`config.mk`:
```
export PLATFORM = sky130hd
export DESIGN_NAME = recovery_escalation_controller
export DESIGN_NICKNAME = d
export VERILOG_FILES = /design/src/sv/rec_pkg.sv /design/src/sv/rec_cfg.sv /design/src/sv/rec_step.sv /design/src/sv/recovery_escalation_controller.sv
export SDC_FILE = /design/constraint.sdc
export NUM_CORES = 1
export LEC_CHECK = 0
export BUFFER_PORTS_ARGS = -buffer_cell sky130_fd_sc_hd__buf_4
export CORE_MARGIN = 1.5
export CORE_UTILIZATION = 50
export CTS_BUF_LIST = sky130_fd_sc_hd__clkbuf_16
export CTS_CLUSTER_SIZE = 16
export DETAILED_ROUTE_END_ITERATION = 10
export MAX_ROUTING_LAYER = met4
export PLACE_DENSITY = 0.83
export SLEW_MARGIN = 10
export SYNTH_ARGS = -nofsm -noshare
export SYNTH_HDL_FRONTEND = slang
export SYNTH_SLANG_ARGS = --single-unit
```
`constraint.sdc`:
```
create_clock -name clk_i -period 7.9 [get_ports clk_i]
set_input_delay 2.37 -clock clk_i [delete_from_list [all_inputs] [get_ports clk_i]]
set_output_delay 2.37 -clock clk_i [all_outputs]
set_load 0.05 [all_outputs]
```
`src/sv/rec_pkg.sv`:
```
// Shared types, codes and reset values for the recovery escalation controller.
package rec_pkg;

  // Field widths
  localparam int unsigned ReqW   = 3;
  localparam int unsigned TickW  = 32;
  localparam int unsigned CntW   = 8;
  localparam int unsigned LvlW   = 2;
  localparam int unsigned ActW   = 2;
  localparam int unsigned CfgIdxW  = 3;
  localparam int unsigned CfgDataW = 32;
  localparam int unsigned OutDataW = 32;

  // Event codes
  localparam logic [ReqW-1:0] REQ_SUCCESS = 3'd0;
  localparam logic [ReqW-1:0] REQ_SNAPFAIL = 3'd1;
  localparam logic [ReqW-1:0] REQ_DESYNC  = 3'd2;
  localparam logic [ReqW-1:0] REQ_FORCE   = 3'd3;
  localparam logic [ReqW-1:0] REQ_RESET   = 3'd4;

  // Recovery levels
  localparam logic [LvlW-1:0] LVL_IDLE = 2'd0;
  localparam logic [LvlW-1:0] LVL_SOFT = 2'd1;
  localparam logic [LvlW-1:0] LVL_HARD = 2'd2;
  localparam logic [LvlW-1:0] LVL_DISC = 2'd3;

  // Requested actions
  localparam logic [ActW-1:0] ACT_NONE = 2'd0;
  localparam logic [ActW-1:0] ACT_SOFT = 2'd1;
  localparam logic [ActW-1:0] ACT_HARD = 2'd2;
  localparam logic [ActW-1:0] ACT_DISC = 2'd3;

  // Register indexes
  localparam logic [CfgIdxW-1:0] REG_MAX_RETRIES  = 3'd0;
  localparam logic [CfgIdxW-1:0] REG_MAX_RECONN   = 3'd1;
  localparam logic [CfgIdxW-1:0] REG_WINDOW_TICKS = 3'd2;
  localparam logic [CfgIdxW-1:0] REG_ESC_COUNT    = 3'd3;

  // Register reset values
  localparam logic [CntW-1:0]  RST_MAX_RETRIES  = 8'd3;
  localparam logic [CntW-1:0]  RST_MAX_RECONN   = 8'd3;
  localparam logic [TickW-1:0] RST_WINDOW_TICKS = 32'd600;
  localparam logic [CntW-1:0]  RST_ESC_COUNT    = 8'd3;

  localparam logic [CntW-1:0] CNT_MAX = '1;

  typedef struct packed {
    logic [CntW-1:0]  max_retries;
    logic [CntW-1:0]  max_reconn;
    logic [TickW-1:0] window_ticks;
    logic [CntW-1:0]  esc_count;
  } cfg_t;

  typedef struct packed {
    logic [LvlW-1:0]  level;
    logic [CntW-1:0]  retries;
    logic [CntW-1:0]  reconnects;
    logic [CntW-1:0]  desyncs;
    logic [TickW-1:0] win_start;
  } state_t;

  // Saturating counter increment
  function automatic logic [CntW-1:0] sat_inc(input logic [CntW-1:0] v);
    sat_inc = (v == CNT_MAX) ? v : v + 1'b1;
  endfunction

endpackage

```
`src/sv/rec_cfg.sv`:
```
// Configuration register file of the recovery escalation controller.
module rec_cfg
  import rec_pkg::*;
(
  input  logic                clk_i,
  input  logic                rst_ni,
  input  logic                wr_en_i,
  input  logic [CfgIdxW-1:0]  wr_idx_i,
  input  logic [CfgDataW-1:0] wr_data_i,
  output cfg_t                cfg_o
);

  cfg_t cfg_q, cfg_d;

  // Decode the write; unknown indexes leave everything alone
  always_comb begin
    cfg_d = cfg_q;
    if (wr_en_i) begin
      case (wr_idx_i)
        REG_MAX_RETRIES:  cfg_d.max_retries  = wr_data_i[CntW-1:0];
        REG_MAX_RECONN:   cfg_d.max_reconn   = wr_data_i[CntW-1:0];
        REG_WINDOW_TICKS: cfg_d.window_ticks = wr_data_i[TickW-1:0];
        REG_ESC_COUNT:    cfg_d.esc_count    = wr_data_i[CntW-1:0];
        default:          cfg_d = cfg_q;
      endcase
    end
  end

  always_ff @(posedge clk_i or negedge rst_ni) begin
    if (!rst_ni) begin
      cfg_q.max_retries  <= RST_MAX_RETRIES;
      cfg_q.max_reconn   <= RST_MAX_RECONN;
      cfg_q.window_ticks <= RST_WINDOW_TICKS;
      cfg_q.esc_count    <= RST_ESC_COUNT;
    end else begin
      cfg_q <= cfg_d;
    end
  end

  assign cfg_o = cfg_q;

endmodule

```
`src/sv/rec_step.sv`:
```
// Per-event next-state and action logic of the recovery escalation controller.
module rec_step
  import rec_pkg::*;
(
  input  logic [ReqW-1:0]  req_i,
  input  logic [TickW-1:0] tick_i,
  input  cfg_t             cfg_i,
  input  state_t           cur_i,
  output state_t           nxt_o,
  output logic [ActW-1:0]  action_o
);

  logic [CntW-1:0]  esc_reconn;
  logic [LvlW-1:0]  esc_level;
  logic [ActW-1:0]  esc_action;
  logic [CntW-1:0]  retry_inc;
  logic [TickW-1:0] ds_start;
  logic [TickW-1:0] ds_diff;
  logic             ds_expired;
  logic [CntW-1:0]  ds_count;

  // Escalation: bump reconnects, go to hard, or disconnect once past the limit
  always_comb begin
    esc_reconn = sat_inc(cur_i.reconnects);
    if (esc_reconn > cfg_i.max_reconn) begin
      esc_level  = LVL_DISC;
      esc_action = ACT_DISC;
    end else begin
      esc_level  = LVL_HARD;
      esc_action = ACT_HARD;
    end
  end

  // Desync window: open on first desync, restart when the window has run out
  always_comb begin
    ds_start   = (cur_i.desyncs == '0) ? tick_i : cur_i.win_start;
    ds_diff    = tick_i - ds_start;
    ds_expired = ds_diff > cfg_i.window_ticks;
    ds_count   = sat_inc(ds_expired ? '0 : cur_i.desyncs);
  end

  assign retry_inc = sat_inc(cur_i.retries);

  // Event dispatch
  always_comb begin
    nxt_o    = cur_i;
    action_o = ACT_NONE;
    case (req_i)
      REQ_SUCCESS: begin
        nxt_o.retries    = '0;
        nxt_o.reconnects = '0;
        nxt_o.desyncs    = '0;
        nxt_o.level      = LVL_IDLE;
      end
      REQ_SNAPFAIL: begin
        nxt_o.retries = retry_inc;
        if (cur_i.level == LVL_IDLE) nxt_o.level = LVL_SOFT;
        if (retry_inc > cfg_i.max_retries) begin
          nxt_o.reconnects = esc_reconn;
          nxt_o.level      = esc_level;
          action_o         = esc_action;
        end else begin
          action_o = ACT_SOFT;
        end
      end
      REQ_DESYNC: begin
        nxt_o.win_start = ds_expired ? tick_i : ds_start;
        nxt_o.desyncs   = ds_count;
        if (ds_count >= cfg_i.esc_count) begin
          nxt_o.reconnects = esc_reconn;
          nxt_o.level      = esc_level;
          action_o         = esc_action;
        end
      end
      REQ_FORCE: begin
        if (cur_i.level == LVL_IDLE || cur_i.level == LVL_SOFT) begin
          nxt_o.reconnects = esc_reconn;
          nxt_o.level      = esc_level;
          action_o         = esc_action;
        end else if (cur_i.level == LVL_HARD) begin
          nxt_o.level = LVL_DISC;
          action_o    = ACT_DISC;
        end
      end
      REQ_RESET: begin
        nxt_o = '0;
      end
      default: begin
        nxt_o = cur_i;
      end
    endcase
  end

endmodule

```
`src/sv/recovery_escalation_controller.sv`:
```
// Top level of the link recovery escalation controller.
// Takes one event per clock on the s_axis side while results drain and returns one
// result per event on the m_axis side: the event first lands in an input register,
// then the event rules update the level and counters and the result is
// captured in an output register. The output register and the input register form
// a two-entry pipeline, so a new event is accepted every cycle as long as results
// drain; a stalled result holds back at most one further event. Configuration
// writes are taken in any cycle (cfg_ready_o is always high); write them only while
// no event is in flight. Index 0 max snapshot retries, 1 max reconnect attempts,
// 2 desync window ticks, 3 desync escalate count; other indexes are ignored.
module recovery_escalation_controller
  import rec_pkg::*;
(
  input  logic                clk_i,
  input  logic                rst_ni,
  // Event stream
  input  logic                s_axis_tvalid,
  output logic                s_axis_tready,
  input  logic [TickW-1:0]    s_axis_tdata,   // [31:0] event_tick
  input  logic [ReqW-1:0]     s_axis_tuser,   // [2:0] req_type
  // Result stream
  output logic                m_axis_tvalid,
  input  logic                m_axis_tready,
  output logic [OutDataW-1:0] m_axis_tdata,   // [1:0] action, [3:2] level,
                                              // [11:4] retries_now,
                                              // [19:12] reconnects_now,
                                              // [27:20] desyncs_now, [31:28] zero
  // Configuration writes
  input  logic                cfg_valid_i,
  output logic                cfg_ready_o,
  input  logic [CfgIdxW-1:0]  cfg_index_i,
  input  logic [CfgDataW-1:0] cfg_data_i
);

  cfg_t             cfg;
  state_t           st_q, st_d;
  logic             in_vld_q;
  logic [ReqW-1:0]  in_req_q;
  logic [TickW-1:0] in_tick_q;
  logic             out_vld_q;
  logic [ActW-1:0]  out_act_q, step_act;
  state_t           out_st_q;
  logic             advance;

  assign cfg_ready_o = 1'b1;

  rec_cfg u_cfg (
    .clk_i     (clk_i),
    .rst_ni    (rst_ni),
    .wr_en_i   (cfg_valid_i),
    .wr_idx_i  (cfg_index_i),
    .wr_data_i (cfg_data_i),
    .cfg_o     (cfg)
  );

  rec_step u_step (
    .req_i    (in_req_q),
    .tick_i   (in_tick_q),
    .cfg_i    (cfg),
    .cur_i    (st_q),
    .nxt_o    (st_d),
    .action_o (step_act)
  );

  // Move the registered event into the result register when it is free
  assign advance       = in_vld_q && (!out_vld_q || m_axis_tready);
  assign s_axis_tready = !in_vld_q || advance;

  // Input register
  always_ff @(posedge clk_i or negedge rst_ni) begin
    if (!rst_ni) begin
      in_vld_q <= 1'b0;
    end else if (s_axis_tready) begin
      in_vld_q <= s_axis_tvalid;
    end
  end

  always_ff @(posedge clk_i) begin
    if (s_axis_tvalid && s_axis_tready) begin
      in_req_q  <= s_axis_tuser;
      in_tick_q <= s_axis_tdata;
    end
  end

  // Controller state, updated once per event
  always_ff @(posedge clk_i or negedge rst_ni) begin
    if (!rst_ni) begin
      st_q <= '0;
    end else if (advance) begin
      st_q <= st_d;
    end
  end

  // Result register
  always_ff @(posedge clk_i or negedge rst_ni) begin
    if (!rst_ni) begin
      out_vld_q <= 1'b0;
    end else if (advance) begin
      out_vld_q <= 1'b1;
    end else if (m_axis_tready) begin
      out_vld_q <= 1'b0;
    end
  end

  always_ff @(posedge clk_i) begin
    if (advance) begin
      out_act_q <= step_act;
      out_st_q  <= st_d;
    end
  end

  assign m_axis_tvalid = out_vld_q;
  assign m_axis_tdata  = {{(OutDataW - ActW - LvlW - 3*CntW){1'b0}},
                          out_st_q.desyncs, out_st_q.reconnects, out_st_q.retries,
                          out_st_q.level, out_act_q};

`ifndef ASSERT_OFF
  // A disconnect request always reports the disconnecting level
  a_disc_level: assert property (@(posedge clk_i) disable iff (!rst_ni)
    (out_vld_q && out_act_q == ACT_DISC) |-> (out_st_q.level == LVL_DISC))
    else $error("disconnect action without disconnecting level");

  // A hard reconnect request always reports the hard reconnecting level
  a_hard_level: assert property (@(posedge clk_i) disable iff (!rst_ni)
    (out_vld_q && out_act_q == ACT_HARD) |-> (out_st_q.level == LVL_HARD))
    else $error("hard reconnect action without hard level");

  // A reset event clears the whole controller state
  a_reset_clears: assert property (@(posedge clk_i) disable iff (!rst_ni)
    (advance && in_req_q == REQ_RESET) |=> (st_q == '0))
    else $error("reset event left state behind");

  // Backpressure only while an event waits in the input register
  a_ready: assert property (@(posedge clk_i) disable iff (!rst_ni)
    !s_axis_tready |-> (in_vld_q && out_vld_q && !m_axis_tready))
    else $error("input stalled without a pending event");

  // State moves only when an event passes to the result register
  a_state_hold: assert property (@(posedge clk_i) disable iff (!rst_ni)
    !advance |=> $stable(st_q))
    else $error("state changed without an event");
`endif

endmodule

```
==> key figures <==
Hold path
  – Hold path cells: 1
  – Worst Hold Class: flip-flop to flip-flop

Synth
  – Seq/Total Area, Yosys: 44.73%
  – Synth cell count leaders: 107 x nand2_1, 106 x dfrtp_1, 90 x ha_1
  – Syn Std Cell Area: 0.01075 mm^2
  – Cell variety after synth: 73
  – Top area cells in the synthesized netlist: dfrtp_1 25%, edfxtp_1 18%, ha_1 10%, nand2_1 3.7%, o21ai_0 3.7%
  – Post-synth ARST share: 64.80%
  – Area leader, netlist: dfrtp_1
  – Synth warn: 0
  – Post-Synthesis Cells: 1066
  – Top-count cell post-synth: nand2_1
  – Synthesized area per cell: 10.08 um^2
  – Seq cells post-synth: 179
  – Main synth FF type: dfrtp_1
  – Synth top area share: 24.68%
  – Number of flops mapped to enable cells by yosys: 63

Power
  – Leak pwr: 5.955 nW
  – Overall Power: 4.247 mW
  – Power density cells: 325.4 mW/mm^2
  – Worst ir drop on vdd: 0.0001858 V

Detailed routing
  – # DRC: 0
  – DRT Wirelength: 25710 um
  – Routed WL per cell: 17.31 um
  – Pre-Repair DR Iteration Count: 5
  – DR vias/cell: 5.848
  – Post-route ant nets: 0
  – Initial DRC count: 588
  – Vias post-DR: 8684

Timing
  – Tcrit/Tclk final: 96.79%
  – Clk_skew: 10.63 ps
  – Final max-slew violation count: 0
  – Relative slew slack: 19.20%
  – Setup_tns: 0 ps
  – Worst slew pin tran: 1212 ps
  – Fmax: 130.8 MHz
  – Endpoints failing setup: 0
  – Hold Fails Final Rpt: 0
  – Minimum clock period: 7646 ps
  – Unrepaired setup endpoints after global routing: yes

CTS
  – CTS Hold Bufs: 0
  – Worst-Skew Late Latency: 440 ps
  – Sink Count: 179
  – Num CTS Buffers: 17
  – Clock slew at reported path FFs: 70 ps
  – Longest Clk Path Bufs: 2
  – H-tree depth: 4
  – CTS tree: yes
  – Clock root cell: clkbuf_16

Global routing
  – Vias in the first global route: 8254
  – First-pass GRT wire length: 40830 um
  – GR Util All Layers: 23.93%
  – Initial antenna violation count: 0
  – Largest net degree at the start of global routing: 75
  – Total gr overflow: 0

Setup path
  – CP dominant cell by count: o211ai_1
  – Critical Path RT: 8090 ps
  – CP peak stage delay: 430 ps
  – R2R cell count: 37
  – WP depth: 37
  – Crit path max-delay cell type: dfrtp_1
  – Worst Setup End Kind: flip-flop
  – Startpoint Class: flip-flop
  – Worst Path Arrival: 7840 ps
  – CP max FO: 16
  – CP top delay family: compound AO/OA/AOI/OAI gates
  – Crit path kind: flip-flop to flip-flop
  – Buffers & Inverters on Critical Path: 3

Cells and area
  – Filler Cell Count: 1691
  – Nets@finish: 1363
  – Multi-input gate area: 0.005799 mm^2
  – FF+latch area: 0.004807 mm^2
  – Layout cell share with drive strength beyond 1: 22.23%
  – Number of diodes: 0
  – Layout Area Growth over Synthesis: 21.43%

Die
  – Core Rows: 53
  – Die Span X: 149.6 um
  – Die area: 0.02238 mm^2
  – Starting density of the core: 51.13%
  – I/O pin total: 110
  – Core ar.: 0.02102 mm^2
  – Die Y-Extent: 149.6 um

Job
  – Max-cap check violation count: 0

Run status
  – Run status: finished clean

Placed design
  – DP HPWL: 18160 um
  – GPL Wtd Cong: 0.9319
  – PortBufs: 104
stage by stage:
step / instance area (um^2) / instances / setup slack [ps] / hold WS [ps] / util (%)
6_report: 13050 / 1485 / 253.7 / 505.9 / 62.09
5_1_grt: 13050 / 1485 / -184.2 / 507.7 / 62.09
4_1_cts: 12640 / 1470 / 64.45 / 505.3 / 60.13
3_5_place_dp: 12010 / 1435 / -39.96 / 481.9 / 57.13
3_3_place_gp: 12010 / 1435 / 158.9 / 482.3 / 57.13
2_1_floorplan: 10810 / 1069 / 17.30 / 465.7 / -
final timing paths:
path                                           start                          end  slack, ps
worst min-delay path            st_q[11]$_DFFE_PN0P_         st_q[11]$_DFFE_PN0P_        510
max in group asynchronous                     rst_ni         st_q[36]$_DFFE_PN0P_       4590
min in group asynchronous                     rst_ni  u_cfg.cfg_o[44]$_DFFE_PN0P_       1930
worst max register to register  st_q[38]$_DFFE_PN0P_   m_axis_tdata[14]$_DFFE_PP_        250
worst max-delay path            st_q[38]$_DFFE_PN0P_   m_axis_tdata[14]$_DFFE_PP_        250
worst min register to register  st_q[11]$_DFFE_PN0P_         st_q[11]$_DFFE_PN0P_        510
what timing repair did:
| item | CTS | global route |
|---|---|---|
| pin swaps | 1 | 40 |
| resized for setup | 5 | 60 |
| cloned | 0 | 1 |
| setup buffers | 3 | 14 |
| endpoints found under the setup margin | 18 | 22 |
logic make-up after synthesis:
kind of cell / count (synthesis) / synth area share (%)
simple gates: 276 / 12.20
mux: 47 / 4.540
xor+xnor: 32 / 2.608
flops: 179 / 44.73
compound gates: 313 / 20.54
buf+inv: 126 / 4.657
fa+ha+maj: 91 / 10.66
other cells: 2 / 0.06987
power by group:
group | switching (mW) | internal, mW
combinational | 1.19 | 0.991
clock | 0.398 | 0.449
sequential | 0.0905 | 1.13
worst register-to-register path: cells and delay by family, from the launching register on:
| family | cells | cell delay [ps] |
|---|---|---|
| compound gates | 15 | 3090 |
| xor+xnor | 1 | 110 |
| fa+ha+maj | 4 | 1130 |
| buf+inv | 3 | 480 |
| flops | 1 | 430 |
| mux | 1 | 130 |
| simple gates | 13 | 2040 |
layout make-up:
type                    instances  area share, %
clock buffers                  17          3.260
clock inverters                15          1.237
inverters                      80          2.301
multi-input cells             764          44.43
flip-flops and latches        179          36.83
well taps                     275          2.636
repair buffers                155          9.299
cell usage in the layout, fill, tap and decap left out, types with 13 or more instances in the layout:
cell / n
o21a_1: 28
a21o_1: 28
inv_1: 79
mux2i_1: 31
nand4_1: 14
dfrtp_1: 106
edfxtp_1: 63
nand2b_1: 15
o21ai_0: 71
nor3_1: 13
buf_4: 150
a21oi_1: 42
nand2_1: 105
nand3_1: 16
mux2_2: 14
xnor2_1: 23
nor2_1: 54
a22o_1: 44
ha_1: 84
clkbuf_16: 18
per-layer routing:
layer	part of all wire (%)	vias to the layer above	track usage [%]	wire length [um]
li1	-	4129	-	-
met1	43	4209	29.63	11080
met2	50	289	40.14	12740
met3	5.0	57	3.262	1281
met4	2.3	0	8.465	598
met5	0	-	-	0
sequential cells by signal (all words and copies together), names as in the netlist:
signal	flops
in_req_q	3
in_tick_q	32
in_vld_q	1
m_axis_tdata	26
m_axis_tvalid	1
out_act_q	2
st_q	58
u_cfg.cfg_o	56
No activity file was read; power rests on OpenSTA's default activity.
